### config.mk
export PLATFORM = sky130hd
export DESIGN_NAME = gcd_sqrt_cell
export DESIGN_NICKNAME = d
export VERILOG_FILES = /design/src/hw/rtl/gcd_pkg.sv /design/src/hw/rtl/gcd_sqrt_cell.sv
export SDC_FILE = /design/constraint.sdc
export NUM_CORES = 1
export LEC_CHECK = 0
export BUFFER_PORTS_ARGS = -buffer_cell sky130_fd_sc_hd__buf_2
export CORE_ASPECT_RATIO = 2
export CORE_MARGIN = 2
export CORE_UTILIZATION = 47
export DETAILED_ROUTE_END_ITERATION = 8
export PLACE_DENSITY = 0.74
export SLEW_MARGIN = 5
export SYNTH_ARGS = -nofsm -noshare
export SYNTH_HDL_FRONTEND = slang
export SYNTH_SLANG_ARGS = --single-unit
### constraint.sdc
create_clock -name clk -period 2.1 [get_ports clk]
set_input_delay 0.21 -clock clk [delete_from_list [all_inputs] [get_ports clk]]
set_output_delay 0.21 -clock clk [all_outputs]
set_load 0.05 [all_outputs]
### src/hw/rtl/gcd_pkg.sv
// ----------------------------------------------------------------------------
// gcd_pkg
// Shared types, constants and tables for the great-circle distance pipeline.
// ----------------------------------------------------------------------------
package gcd_pkg;

	localparam int CORDIC_STEPS = 20;
	localparam int NSTEP = (CORDIC_STEPS > 32) ? 32 : CORDIC_STEPS;
	localparam int SQRT_STEPS = 32;

	typedef logic signed [33:0] xy_t;
	typedef logic signed [32:0] ang_t;

	typedef struct packed {
		xy_t  x;
		xy_t  y;
		ang_t z;
		logic neg;
	} rot_lane_t;

	typedef rot_lane_t [2:0] rot_row_t;

	typedef struct packed {
		logic [60:0] rem;
		logic [60:0] root;
		logic [30:0] mag;
		logic        vneg;
	} sqrt_t;

	typedef struct packed {
		xy_t  x;
		xy_t  y;
		ang_t z;
		logic vneg;
	} vec_t;

	localparam logic [1:0] UNIT_MI = 2'd0;
	localparam logic [1:0] UNIT_KM = 2'd1;
	localparam logic [1:0] UNIT_NM = 2'd2;

	localparam logic signed [33:0] CORDIC_GAIN = 34'sd652032874;
	localparam logic signed [25:0] DEG_TO_RAD = 26'sd18740330;
	localparam logic signed [24:0] DEG90 = 25'sd5898240;
	localparam logic signed [24:0] DEG180 = 25'sd11796480;
	localparam logic [25:0] DEG180_U = 26'd11796480;
	localparam logic [25:0] DEG360_U = 26'd23592960;
	localparam logic signed [34:0] Q30_ONE = 35'sd1073741824;
	localparam logic signed [34:0] PI_Q30 = 35'sd3373259426;
	localparam logic [60:0] Q60_ONE = 61'd1 << 60;
	localparam logic [23:0] OUT_MAX = 24'd8388607;

	function automatic ang_t atan_q30(input logic [4:0] i);
		ang_t r;
		case (i)
			5'd0:    r = 33'sh3243F6A8;
			5'd1:    r = 33'sh1DAC6705;
			5'd2:    r = 33'sh0FADBAFC;
			5'd3:    r = 33'sh07F56EA6;
			5'd4:    r = 33'sh03FEAB76;
			5'd5:    r = 33'sh01FFD55B;
			5'd6:    r = 33'sh00FFFAAA;
			5'd7:    r = 33'sh007FFF55;
			5'd8:    r = 33'sh003FFFEA;
			5'd9:    r = 33'sh001FFFFD;
			5'd10:   r = 33'sh000FFFFF;
			5'd11:   r = 33'sh0007FFFF;
			5'd12:   r = 33'sh0003FFFF;
			5'd13:   r = 33'sh0001FFFF;
			5'd14:   r = 33'sh0000FFFF;
			5'd15:   r = 33'sh00007FFF;
			5'd16:   r = 33'sh00003FFF;
			5'd17:   r = 33'sh00001FFF;
			5'd18:   r = 33'sh00000FFF;
			5'd19:   r = 33'sh000007FF;
			5'd20:   r = 33'sh000003FF;
			5'd21:   r = 33'sh000001FF;
			5'd22:   r = 33'sh000000FF;
			5'd23:   r = 33'sh0000007F;
			5'd24:   r = 33'sh0000003F;
			5'd25:   r = 33'sh0000001F;
			5'd26:   r = 33'sh0000000F;
			5'd27:   r = 33'sh00000008;
			5'd28:   r = 33'sh00000004;
			5'd29:   r = 33'sh00000002;
			5'd30:   r = 33'sh00000001;
			default: r = 33'sh00000000;
		endcase
		return r;
	endfunction

	function automatic logic [28:0] unit_factor(input logic [1:0] u);
		logic [28:0] f;
		case (u)
			UNIT_KM: f = 29'd417509768;
			UNIT_NM: f = 29'd225287746;
			default: f = 29'd259428542;
		endcase
		return f;
	endfunction

endpackage

### src/hw/rtl/gcd_sqrt_cell.sv
// ----------------------------------------------------------------------------
// gcd_sqrt_cell
// One digit step of the integer square root, registered.
// ----------------------------------------------------------------------------
module gcd_sqrt_cell (
	input  logic           clk,
	input  logic           arst_n,
	input  logic           en,
	input  logic [4:0]     step,
	input  logic           vld_in,
	input  gcd_pkg::sqrt_t sq_in,
	output logic           vld_q,
	output gcd_pkg::sqrt_t sq_q
);
	import gcd_pkg::*;

	sqrt_t       sq_d;
	logic [62:0] bitv;
	logic [62:0] trial;

	always_comb begin
		bitv  = 63'd1 << (6'd62 - {step, 1'b0});
		trial = {2'b00, sq_in.root} + bitv;
		sq_d  = sq_in;
		if ({2'b00, sq_in.rem} >= trial) begin
			sq_d.rem  = sq_in.rem - trial[60:0];
			sq_d.root = (sq_in.root >> 1) + bitv[60:0];
		end else begin
			sq_d.root = sq_in.root >> 1;
		end
	end

	always_ff @(posedge clk or negedge arst_n) begin
		if (!arst_n) begin
			vld_q <= 1'b0;
		end else if (en) begin
			vld_q <= vld_in;
		end
	end

	always_ff @(posedge clk) begin
		if (en) begin
			sq_q <= sq_d;
		end
	end

endmodule

==> Yosys cells after proc, flatten, opt, wreduce, memory -nomap -nowiden <==
Cells that the tools add are included.
{ "totals": {"regBits": 155, "inputBits": 163, "output_inout_bits": 155, "elab_cells": 14} }
{ "classes": {"addsub": 4, "order_cmp": 1, "n_shift": 1, "n_mux": 2} }
{ "ops": {"columns": ["cell", "n"], "rows": [
  ["61-bit by 63-bit adder with 63-bit output", 1],
  ["61-bit by 63-bit greater-or-equal comparator with 1-bit output", 1],
  ["1-bit by 6-bit << shifter with 63-bit output (first input constant)", 1],
  ["60-bit by 61-bit adder with 61-bit output", 1],
  ["61-bit 2-to-1 mux", 1],
  ["61-bit subtractor", 1],
  ["60-bit 2-to-1 mux", 1],
  ["6-bit subtractor (first input constant)", 1]
]} }

==> Logic depth before layout (Yosys ltp) <==
{ "depth": {"word_depth": 5, "ltp_mapped": 30} }

==> Least setup slack after synthesis <==
No wires, ideal clock.
{ "synth_path": {"kind": "input-to-reg", "from": "input port step[3]", "to": "register sq_q[45] (netlist name), data pin", "setup_time_ns": 0.268, "t_arrival_ns": 5.391, "path_slack_ns": -3.560, "path_stages": 29, "path_buffers": 5, "cell_sequence": "buf_2 or3b_2 nor2_1 ha_1 nand4_1 o21ai_0 or3b_2 a211oi_2 nor4_2 nor3_2 a31oi_1 nor2_1 nor2_1 xor2_1 ha_1 clkbuf_1 nand4_1 nor2_1 nand3_1 nor4_2 a21oi_1 o22ai_1 a21oi_1 or2_1 buf_6 buf_6 buf_12 nor2_4 xor2_2"} }
{ "synth_lines": {"columns": ["item", "line_no", "source"], "rows": [
  ["from (decl)", "gcd_sqrt_cell.sv:9", "input logic [4:0] step,"],
  ["to (signal assigned)", "gcd_sqrt_cell.sv:43", "sq_q <= sq_d;"],
  ["to (decl)", "gcd_sqrt_cell.sv:13", "output gcd_pkg::sqrt_t sq_q"]
]} }

==> impl_results.md <==
* Status: complete, but fails checks
* Hold WC Path Type: in2reg
* CTS Buf Count at 17
* Number of global-route vias before repair at 16900
* FMAX at 190 MHz
* Clock slew at reported path FFs at 0.07 ns
* Worst-case headroom to the max-slew limit at 0.654
* Clk buf depth at 2
* EDFF count, synth at 154
* Fin Hold WS at 0.0426 ns
* Critical R2R Launch: vld_q
* Met2 Use GR at 0.595
* Worst-margin pin slew at 0.519 ns
* Final WS setup at -3.15 ns
* CTS tree: built
* Worst Setup Start Kind: primary input
* DIE WIDTH at 127 um
* Pint at 8.74 mW
* Starting Density at 0.475
* Max incr delay on CP at 0.41 ns
* Setup Crit Path Kind: in2reg
* Fin crit share at 2.50
* Min cycle time layout at 5.25 ns
* Area occupied by registers at 4650 um^2
* Final Hold Fails at 0
* Worst IR Drop VDD at 0.615 mV
* GR Util met3 at 0.0374
* WHS Path Cells at 3
* Post-Syn Area at 14200 um^2
* Core Footprint at 30000 um^2
* Final Net Count at 2950
* Setup violators final at 122
* # fillers at 1788
* Grt total ovfl at 0
* Cells after Synth at 1664
* GPL Wtd Cong at 0.991
* Initial DRC Count at 1474
* Largest net degree at the start of global routing at 53
* Detailed-route via count at 17800
* Reg2reg end: vld_q
* CP Capture Type: register
* HPWL Detailed at 40400 um
* Max_cap viols at 0
* Via/cell ratio at 5.84
* Failing checks: negative setup slack
* Net Sw Power at 5.58 mW
* Required @ worst endpoint at 2.40 ns
* PortBufs at 317
* Pwr dens at 591 nW/um^2
* Worst reg2reg path depth at 1
* GR peak layer: met2
* Delay-heaviest family, CP: simple AND/OR/NAND/NOR gates
* Global-route wire length before repair at 84900 um
* FP Rows at 90
* WL/cell at 20.3 um
* Synth Flop Type: edfxtp_1
* Final WL at 61800 um
* Area grow syn2layout at 70.2%
* Clock Skew at 0 ns
* GR Util met1 at 0.394
* Post-synthesis cell type count at 77
* Max-slew violation count at 0
* H-tree depth at 4
* Post-Syn Area per Cell at 8.55 um^2
* Buf+Inv Stages, Crit Path at 7
* FFs w/ async S/R, synth at 0.00645
* DRC at 0
* Num ports at 318
* Initial antenna violation count at 2
* Most frequent cells in the layout: buf_4, buf_2, edfxtp_1
* Share of cells above drive strength 1 at 0.505
* Commonest non-fill, non-tap cell in the layout: buf_4
* Die Height at 250 um
* Post-route ant nets at 0
* Switching Fraction at 0.390
* RSZ-0062 raised after global routing: true
* Max FO, Critical Path at 8
* Clock power share at 0.229
* Multi-input logic area at 10600 um^2
* Hold Path Sink: sq_q[150]
* Clock Sink Count at 155
* FF-to-FF setup slack at 1.34 ns
* Logic pwr share at 0.491
* Register area share after synthesis at 0.327
* DRT Pass-1 Iters at 5
* Sequential power share at 0.280
* Cell Count Post-Placement at 2910
* Post-Layout Cell Count at 3045
* Data arrival, critical path at 5.56 ns
* GRT Util Overall at 0.338
* Worst path depth at 29
* Slowest library cell on the worst path: nor4b_4
* Clk_lat worst skew at 0.45 ns
* Area of the die at 31800 um^2
* FF+latch count, synth at 155
* Root buf cell: clkbuf_16
* Post-Syn Nets at 1950
* Worst Hold Launch: sq_in[150]
* Static Leak at 11.0 nW
* Warnings, synthesis at 0
[metal layers]
layer	vias up	wire length [um]
li1	8200	-
met1	8247	22200
met2	1007	29700
met3	320	4720
met4	0	5200
met5	-	0
[Yosys cell counts, types with 4 or more instances]
library cell | n | area, um^2
a2111oi_0 | 4 | 35.0
or3b_2 | 4 | 35.0
o31ai_1 | 9 | 67.6
nor4_1 | 8 | 50.1
nand3b_1 | 5 | 37.5
nor3b_1 | 4 | 30.0
o22ai_1 | 4 | 25.0
nor2_1 | 143 | 537
o31ai_2 | 5 | 62.6
a21oi_1 | 112 | 561
a221oi_1 | 6 | 52.6
buf_2 | 18 | 90.1
o211ai_1 | 7 | 52.6
nand4_1 | 47 | 294
a21o_1 | 27 | 203
edfxtp_1 | 154 | 4620
and3_1 | 10 | 62.6
nor2b_1 | 16 | 100
mux2_2 | 10 | 113
a21boi_0 | 8 | 60.1
or3_1 | 11 | 68.8
xor2_2 | 6 | 97.6
o21a_1 | 9 | 67.6
nand3_1 | 38 | 190
xnor2_1 | 83 | 727
inv_1 | 40 | 150
nand2_1 | 224 | 841
a31o_2 | 16 | 140
o21ai_0 | 179 | 896
nor2_4 | 7 | 78.8
or2_2 | 6 | 37.5
clkbuf_1 | 43 | 161
nor3_1 | 30 | 150
a211oi_1 | 7 | 52.6
and2_1 | 13 | 81.3
xor2_1 | 80 | 701
ha_1 | 122 | 1530
a31oi_1 | 61 | 382
nand2b_1 | 10 | 62.6
o21bai_1 | 22 | 165
[kinds of logic (layout without fill, tap and decap cells)]
kind of cell | Yosys count | after routing | share of synthesized area
flip-flops | 155 | 155 | 0.327
adder cells (fa/ha/maj) | 123 | 123 | 0.109
other | 0 | 2 | 0
AO/OA/AOI/OAI | 512 | 512 | 0.222
XOR/XNOR | 169 | 169 | 0.107
multiplexers | 10 | 10 | 0.00791
AND/OR/NAND/NOR | 590 | 590 | 0.196
buffers and inverters | 105 | 1116 | 0.0320
[sequential cells by signal (all words and copies together) (netlist names)]
signal	flops
sq_q	154
vld_q	1
[power groups by stage]
| stage | clock [mW] | combinational, mW | sequential [mW] |
|---|---|---|---|
| 2_1_floorplan | 0 | 1.95 | 5.39 |
| 3_3_place_gp | 0 | 5.40 | 4.04 |
| 3_5_place_dp | 0 | 5.47 | 4.05 |
| 4_1_cts | 3.29 | 6.20 | 3.99 |
| 5_1_grt | 3.42 | 7.37 | 4.03 |
| 6_report | 3.28 | 7.03 | 4.00 |
[per-stage QoR]
stage          power, mW  cell area [um^2]  setup TNS (ns)  worst slack, ns  utilization
2_1_floorplan       7.34             14400         -349.32            -2.91            -
3_3_place_gp        9.44             20900         -445.58            -3.73        0.699
3_5_place_dp        9.51             20900         -447.60            -3.77        0.699
4_1_cts             13.5             23000         -334.48            -2.79        0.768
5_1_grt             14.8             24200         -390.15            -3.29        0.809
6_report            14.3             24200         -373.82            -3.15        0.809
[worst max path at each step]
| stage | startpoint | to | slack (ns) |
|---|---|---|---|
| 2_1_floorplan | step[1] | sq_q[45] | -2.91 |
| 5_1_grt | step[2] | sq_q[83] | -3.29 |
| 3_3_place_gp | step[4] | sq_q[113] | -3.73 |
| 3_5_place_dp | step[4] | sq_q[108] | -3.77 |
| 4_1_cts | step[0] | sq_q[145] | -2.79 |
| 6_report | step[2] | sq_q[83] | -3.15 |
[final cells by class]
type / count / share of cell area
Timing Repair Buffer: 1046 / 0.322
Tap cell: 368 / 0.0190
Clock buffer: 18 / 0.0177
Clock inverter: 12 / 0.00718
Antenna cell: 2 / 0.000207
Inverter: 40 / 0.00620
Multi-Input combinational cell: 1404 / 0.436
Sequential cell: 155 / 0.192
[timing repair]
action / in CTS / in global routing
gates resized for setup: 233 / 221
pin swaps: 79 / 95
hold buffers: 34 / 0
endpoints found under the hold margin: 34 / 0
endpoints found under the setup margin: 122 / 122
cloned: 10 / 11
buffers inserted: 25 / 26
Power figures use the tool's default switching activity.
