[config.mk]
export PLATFORM = sky130hd
export DESIGN_NAME = gcd_rot_cell
export DESIGN_NICKNAME = d
export VERILOG_FILES = /design/src/hw/rtl/gcd_pkg.sv /design/src/hw/rtl/gcd_rot_cell.sv
export SDC_FILE = /design/constraint.sdc
export NUM_CORES = 2
export LEC_CHECK = 0
export ABC_AREA = 0
export ABC_CLOCK_PERIOD_IN_PS = 1100
export BUFFER_PORTS_ARGS = -buffer_cell sky130_fd_sc_hd__buf_2
export CAP_MARGIN = 40
export CORE_ASPECT_RATIO = 1.75
export CORE_UTILIZATION = 25
export DETAILED_ROUTE_END_ITERATION = 6
export PLACE_DENSITY_LB_ADDON = 0.25
export SETUP_SLACK_MARGIN = 0.2
export SYNTH_ARGS = -nofsm -noshare
export SYNTH_HDL_FRONTEND = slang
export SYNTH_SLANG_ARGS = --single-unit
[constraint.sdc]
create_clock -name clk -period 1.1 [get_ports clk]
set_input_delay 0.22 -clock clk [delete_from_list [all_inputs] [get_ports clk]]
set_output_delay 0.22 -clock clk [all_outputs]
set_load 0.01 [all_outputs]
[src/hw/rtl/gcd_pkg.sv]
// ----------------------------------------------------------------------------
// gcd_pkg
// Shared types, constants and tables for the great-circle distance pipeline.
// ----------------------------------------------------------------------------
package gcd_pkg;

	localparam int CORDIC_STEPS = 20;
	localparam int NSTEP = (CORDIC_STEPS > 32) ? 32 : CORDIC_STEPS;
	localparam int SQRT_STEPS = 32;

	typedef logic signed [33:0] xy_t;
	typedef logic signed [32:0] ang_t;

	typedef struct packed {
		xy_t  x;
		xy_t  y;
		ang_t z;
		logic neg;
	} rot_lane_t;

	typedef rot_lane_t [2:0] rot_row_t;

	typedef struct packed {
		logic [60:0] rem;
		logic [60:0] root;
		logic [30:0] mag;
		logic        vneg;
	} sqrt_t;

	typedef struct packed {
		xy_t  x;
		xy_t  y;
		ang_t z;
		logic vneg;
	} vec_t;

	localparam logic [1:0] UNIT_MI = 2'd0;
	localparam logic [1:0] UNIT_KM = 2'd1;
	localparam logic [1:0] UNIT_NM = 2'd2;

	localparam logic signed [33:0] CORDIC_GAIN = 34'sd652032874;
	localparam logic signed [25:0] DEG_TO_RAD = 26'sd18740330;
	localparam logic signed [24:0] DEG90 = 25'sd5898240;
	localparam logic signed [24:0] DEG180 = 25'sd11796480;
	localparam logic [25:0] DEG180_U = 26'd11796480;
	localparam logic [25:0] DEG360_U = 26'd23592960;
	localparam logic signed [34:0] Q30_ONE = 35'sd1073741824;
	localparam logic signed [34:0] PI_Q30 = 35'sd3373259426;
	localparam logic [60:0] Q60_ONE = 61'd1 << 60;
	localparam logic [23:0] OUT_MAX = 24'd8388607;

	function automatic ang_t atan_q30(input logic [4:0] i);
		ang_t r;
		case (i)
			5'd0:    r = 33'sh3243F6A8;
			5'd1:    r = 33'sh1DAC6705;
			5'd2:    r = 33'sh0FADBAFC;
			5'd3:    r = 33'sh07F56EA6;
			5'd4:    r = 33'sh03FEAB76;
			5'd5:    r = 33'sh01FFD55B;
			5'd6:    r = 33'sh00FFFAAA;
			5'd7:    r = 33'sh007FFF55;
			5'd8:    r = 33'sh003FFFEA;
			5'd9:    r = 33'sh001FFFFD;
			5'd10:   r = 33'sh000FFFFF;
			5'd11:   r = 33'sh0007FFFF;
			5'd12:   r = 33'sh0003FFFF;
			5'd13:   r = 33'sh0001FFFF;
			5'd14:   r = 33'sh0000FFFF;
			5'd15:   r = 33'sh00007FFF;
			5'd16:   r = 33'sh00003FFF;
			5'd17:   r = 33'sh00001FFF;
			5'd18:   r = 33'sh00000FFF;
			5'd19:   r = 33'sh000007FF;
			5'd20:   r = 33'sh000003FF;
			5'd21:   r = 33'sh000001FF;
			5'd22:   r = 33'sh000000FF;
			5'd23:   r = 33'sh0000007F;
			5'd24:   r = 33'sh0000003F;
			5'd25:   r = 33'sh0000001F;
			5'd26:   r = 33'sh0000000F;
			5'd27:   r = 33'sh00000008;
			5'd28:   r = 33'sh00000004;
			5'd29:   r = 33'sh00000002;
			5'd30:   r = 33'sh00000001;
			default: r = 33'sh00000000;
		endcase
		return r;
	endfunction

	function automatic logic [28:0] unit_factor(input logic [1:0] u);
		logic [28:0] f;
		case (u)
			UNIT_KM: f = 29'd417509768;
			UNIT_NM: f = 29'd225287746;
			default: f = 29'd259428542;
		endcase
		return f;
	endfunction

endpackage

[src/hw/rtl/gcd_rot_cell.sv]
// ----------------------------------------------------------------------------
// gcd_rot_cell
// One CORDIC rotation step on three lanes, registered.
// ----------------------------------------------------------------------------
module gcd_rot_cell (
	input  logic              clk,
	input  logic              arst_n,
	input  logic              en,
	input  logic [4:0]        step,
	input  logic              vld_in,
	input  gcd_pkg::rot_row_t row_in,
	output logic              vld_q,
	output gcd_pkg::rot_row_t row_q
);
	import gcd_pkg::*;

	rot_row_t row_d;
	ang_t     at;

	always_comb begin
		at = atan_q30(step);
		for (int k = 0; k < 3; k++) begin
			row_d[k].neg = row_in[k].neg;
			if (!row_in[k].z[32]) begin
				row_d[k].x = row_in[k].x - ($signed(row_in[k].y) >>> step);
				row_d[k].y = row_in[k].y + ($signed(row_in[k].x) >>> step);
				row_d[k].z = row_in[k].z - at;
			end else begin
				row_d[k].x = row_in[k].x + ($signed(row_in[k].y) >>> step);
				row_d[k].y = row_in[k].y - ($signed(row_in[k].x) >>> step);
				row_d[k].z = row_in[k].z + at;
			end
		end
	end

	always_ff @(posedge clk or negedge arst_n) begin
		if (!arst_n) begin
			vld_q <= 1'b0;
		end else if (en) begin
			vld_q <= vld_in;
		end
	end

	always_ff @(posedge clk) begin
		if (en) begin
			row_q <= row_d;
		end
	end

endmodule

# Word-level counts from Yosys, hierarchy flattened
# Memories as Yosys holds them, arrays and structs flattened.
# Cells that the tools add are included.
[totals]
input_bits = 315
mem_bits_ro = 960
out_inout_bits = 307
mem_count = 1
regBits = 307
[mem_list]
columns = ["name", "words", "word_bits", "read_ports", "rd_clocked_by_memory_dff", "wr", "line", "rtl"]
rows = [
  ["(name not given)", 32, 30, 1, 0, 0, "gcd_pkg.sv:54", "case (i)"],
]
[op_classes]
shifts = 6
n_addsub = 18
mux = 3
[op_table]
columns = ["cell", "count"]
rows = [
  ["101-bit 2-to-1 mux", 3],
  ["34-bit adder", 6],
  ["34-bit by 5-bit >>> shifter with 34-bit output", 6],
  ["34-bit subtractor", 6],
  ["33-bit adder", 3],
  ["33-bit subtractor", 3],
]

# Depth between registers and ports, before layout
[depth]
word_depth = 3
depth_mapped = 34
ltp_nobuf = 25

# Worst setup path after synthesis
# OpenSTA, ideal clock, no wires.
[synth_path]
path_kind = "input port to flip-flop"
start = "input port step[1]"
end = "register row_q[33] (netlist name), data pin"
setup_ps = 262
arrival_time_ps = 5669
setup_slack_ps = -4831
n_path_buf = 9
stages = 29
required_ps = 838
path_cell_list = "buf_2 -> buf_2 -> inv_1 -> buf_4 -> buf_4 -> buf_2 -> buf_4 -> buf_4 -> ha_1 -> clkbuf_1 -> a221oi_1 -> a21oi_1 -> and3_1 -> and3_1 -> clkbuf_1 -> nand2_1 -> nand2_1 -> mux2i_1 -> ha_1 -> nand2_1 -> or4b_2 -> a21oi_1 -> o21ai_0 -> a211oi_1 -> o31ai_1 -> nand4_1 -> nand3b_1 -> a21oi_1 -> xor2_1"
[synth_lines]
columns = ["element", "line", "rtl"]
rows = [
  ["from (decl)", "gcd_rot_cell.sv:9", "input logic [4:0] step,"],
  ["to (signal assigned)", "gcd_rot_cell.sv:46", "row_q <= row_d;"],
  ["to (decl)", "gcd_rot_cell.sv:13", "output gcd_pkg::rot_row_t row_q"],
]

==> results.md <==
Global route:
- The total congestion overflow after global routing is 0.
- Entering global routing, the biggest net connects 39 pins.
- The number of antenna violations at the first check in global routing is a little over 60.
- The first global-routing pass estimated 382 mm of wire.
- The via count of the first global-routing pass came to 56000.
- The global routing usage summed across all routing layers is 29.7%.

Placement:
- The count of buffers added on input and output ports is a little over 600.
- The global placer's final weighted congestion is 1.02.
- Once placement completed, the tool counted placed cells totaling 9756.
- The HPWL after detailed placement is roughly 230 mm.

Worst setup path:
- The critical path's slowest cell is sky130_fd_sc_hd__mux4_2.
- In this run the worst setup path begins at step[0].
- For the worst flop-to-flop path, the logic depth is 1.
- The worst path required time is 1.50 ns.
- The cell occurring most often along the worst timing path is sky130_fd_sc_hd__buf_4.
- The worst setup path is launched from an input port.
- Of all nets on the critical path, the largest fanout is 11.
- In this run the critical register-to-register path is launched from vld_q$_DFFE_PN0P_.
- The critical path is of the input port to flip-flop type.
- The worst setup path is captured at a flip-flop.
- The critical register-to-register path endpoint is vld_q$_DFFE_PN0P_.
- The arrival time at the worst endpoint is 5.40 ns.
- The highest cell delay on the worst timing path is roughly 0.6 ns.
- The worst register-to-register path has a setup slack of 0.36 ns.

Die:
- The die height is about 550 um.
- The chip width is approximately 320 um.
- The floorplan has approximately 200 rows.
- just over 600 I/O pins were placed.
- After floorplanning, the core was sized to cover 173000 um2.
- The initial cell density of the core is 25.2%.
- The floorplan step defined a die boundary enclosing 176000 um2.

STA:
- The routed design could run at a clock period as short as approximately 5.0 ns.
- The post-route fraction of the period consumed by the critical path is 455%.
- Setup violations remaining at the end of the flow were counted as 610.
- Hold timing on the final database bottoms out at a slack of -0.111 ns.
- The worst pin sits at a relative slew slack of 47.3%.
- At the pin with the least slew margin, the transition time is ~0.8 ns.
- The worst clock skew is 0 ns.
- Based on the critical path, the design can be clocked at up to ~200 MHz.
- Setup repair after global routing could not meet its margin everywhere.
- The final-report hold violation count is 4.
- The count of final max-slew check failures is 0.
- Across all setup checks in the final design, the least slack found is -3.91 ns.

Logic synthesis:
- By area the synthesized netlist is led by sky130_fd_sc_hd__edfxtp_1, sky130_fd_sc_hd__mux4_2, sky130_fd_sc_hd__ha_1, sky130_fd_sc_hd__xnor2_1, sky130_fd_sc_hd__mux2i_1.
- After synthesis, flip-flops and latches occupy 21.1% of the total area.
- The dominant cell type by area after synthesis is sky130_fd_sc_hd__edfxtp_1.
- The average instance in the mapped netlist occupies ~9 um2.
- When the netlist entered floorplanning its net count stood at between 5000 and 6000.
- In the synthesized netlist, the number of instances is 4853.
- Yosys printed 0 warnings.
- By count the netlist is led by sky130_fd_sc_hd__a21oi_1, sky130_fd_sc_hd__nor2_1, sky130_fd_sc_hd__nand2_1.
- The count of unique library cells instantiated by Yosys is 101.
- Counting flops with a built-in enable in the synthesized netlist gives 306.
- The synthesized design contains roughly 310 register bits.
- The share of synthesized registers carrying an async set or reset is 0.326%.
- Among all flip-flop cells after synthesis, the most frequent one is sky130_fd_sc_hd__edfxtp_1.
- The post-synthesis instance area is ~44000 um2.
- The area fraction of the dominant cell type after synthesis is roughly a fifth.

Hold path:
- The startpoint identified for the worst hold timing path is row_in[205].
- In this run the worst hold path is classified as input port to flip-flop.
- The worst hold path terminates at row_q[205]$_DFFE_PP_.
- The worst hold path was traced through 2 stages.

CTS:
- The maximum clock path buffer count is 3.
- The clock net in this run drives a total of about 300 sinks.
- The clock root buffer master is sky130_fd_sc_hd__clkbuf_16.
- The clock latency on the worst-skew pair is slightly above 0.6 ns.
- The H-tree was split into 2 levels.
- Buffers inserted during clock tree synthesis total 35.
- The clock-pin transition on the worst setup and hold timing paths is 0.07 ns.
- The number of hold buffers added after CTS was 6.
- TritonCTS built the clock tree.

Drt:
- In the routed layout, each cell is associated on average with a via count of 5.34.
- Once detail routing completed, the nets flagged for antenna violations numbered 0.
- The detailed-route via count is 54300.
- After the first detailed-routing iteration, the DRC count stood at between 3000 and 4000.
- After detailed routing, the number of remaining DRC violations is 0.
- The average wire per standard cell is 26.9 um.
- The total length of routed wires is 273 mm.
- The first detailed-routing pass ran for 6 iterations.

Final layout:
- The post-synthesis to final-layout area growth is 74.0%.
- The finished layout holds between 10000 and 15000 standard cells, fillers aside.
- After the last flow step, the layout net total stands at 8481.
- The fraction of final layout cells sized beyond drive strength 1 is around 56%.
- The fill cell instance count of the final layout is 17000.

Pwr:
- The worst ir drop on vdd is 1.26 mV.
- After layout, the design draws a total of about 90 mW.
- The analysis attributes to cell leakage a power of 34.2 nW.
- The power per cell area is 1220 nW/um2.

Status:
- The final reports fail on negative hold slack, negative setup slack.
- The flow ran to the end, but the final reports show violations.

Job:
- The reported max-cap violation count is 0.
[routing by layer]
| layer | track usage (%) | routed length [um] |
|---|---|---|
| met1 | 30.0 | 94500 |
| met2 | 54.1 | 137000 |
| met3 | 4.86 | 15000 |
| met4 | 23.5 | 25700 |
| met5 | 0 | 116 |
[cell families (layout without fill, tap and decap cells)]
| kind of cell | Yosys count | count (layout) | synth area share [%] |
|---|---|---|---|
| AO/OA/AOI/OAI | 1492 | 1492 | 22.4 |
| XOR/XNOR | 461 | 461 | 9.29 |
| adder cells (fa/ha/maj) | 315 | 315 | 9.19 |
| buffers and inverters | 382 | 3406 | 4.16 |
| flip-flops | 307 | 307 | 21.1 |
| multiplexers | 556 | 556 | 19.0 |
| other | 0 | 37 | 0 |
| AND/OR/NAND/NOR | 1340 | 1340 | 14.8 |
[metrics by stage]
step / cell area (um2) / TNS [ns] / utilization (%) / setup WS [ns]
after floorplan: 45600 / -951.30 / - / -4.10
after global placement: 68100 / -1213.80 / 39.3 / -5.05
after detailed placement: 68100 / -1213.88 / 39.3 / -4.94
after CTS: 73200 / -964.83 / 42.3 / -3.78
after global routing: 75900 / -1030.24 / 43.8 / -4.04
final: 75900 / -979.07 / 43.8 / -3.91
[worst max-delay path: cells and delay by family]
kind                       cells  cell delay (ns)
xor gates and xnor gates       1             0.14
AOI/OAI and AO/OA             10             2.17
adders and majority gates      2             0.47
buffers and inverters          7             1.10
and+or+nand+nor                6             0.67
muxes                          1             0.59
[placed cells by master (no fill, tap or decap), types with 128 or more instances in the layout]
cell and n:
sky130_fd_sc_hd__buf_4 2387, sky130_fd_sc_hd__buf_2 615, sky130_fd_sc_hd__a21oi_1 266, sky130_fd_sc_hd__xnor2_1 241
sky130_fd_sc_hd__mux4_2 204, sky130_fd_sc_hd__mux2i_1 189, sky130_fd_sc_hd__nand2_1 365, sky130_fd_sc_hd__nor2_1 346
sky130_fd_sc_hd__ha_1 261, sky130_fd_sc_hd__a21o_1 128, sky130_fd_sc_hd__xor2_1 177, sky130_fd_sc_hd__edfxtp_1 306
sky130_fd_sc_hd__o21ai_0 169, sky130_fd_sc_hd__a21oi_2 135
[report_power, final]
part / leakage [nW] / total (mW) / internal, mW / switching, mW
clock: 0.566 / 12.6 / 6.87 / 5.72
combinational: 30.6 / 61.7 / 30.5 / 31.2
sequential: 3.01 / 18.3 / 17.4 / 0.898
[state kept, by name (all words and copies together), names as in the netlist]
name and flops:
vld_q 1, row_q 306
[cell type report]
cell class | count | area, um2 | area share, %
Clock inverter | 26 | 283 | 0.373
Inverter | 103 | 405 | 0.534
Timing Repair Buffer | 3240 | 24800 | 32.7
Multi-Input combinational cell | 4164 | 37400 | 49.3
Antenna cell | 37 | 92.6 | 0.122
Tap cell | 2244 | 2810 | 3.70
Clock buffer | 37 | 883 | 1.16
Sequential cell | 307 | 9210 | 12.1
[worst max path at each step]
| stage | to |
|---|---|
| 2_1_floorplan | row_q[202]$_DFFE_PP_ |
| 3_3_place_gp | row_q[203]$_DFFE_PP_ |
| 3_5_place_dp | row_q[202]$_DFFE_PP_ |
| 4_1_cts | row_q[168]$_DFFE_PP_ |
| 5_1_grt | row_q[67]$_DFFE_PP_ |
| 6_report | row_q[168]$_DFFE_PP_ |
[repair_timing]
action,CTS,global route
buffers inserted,155,124
resized for setup,493,329
pin swaps,242,283
cloned,14,1
hold endpoints to repair,12,5
endpoints found under the setup margin,610,610
No activity file was read; power rests on OpenSTA's default activity.
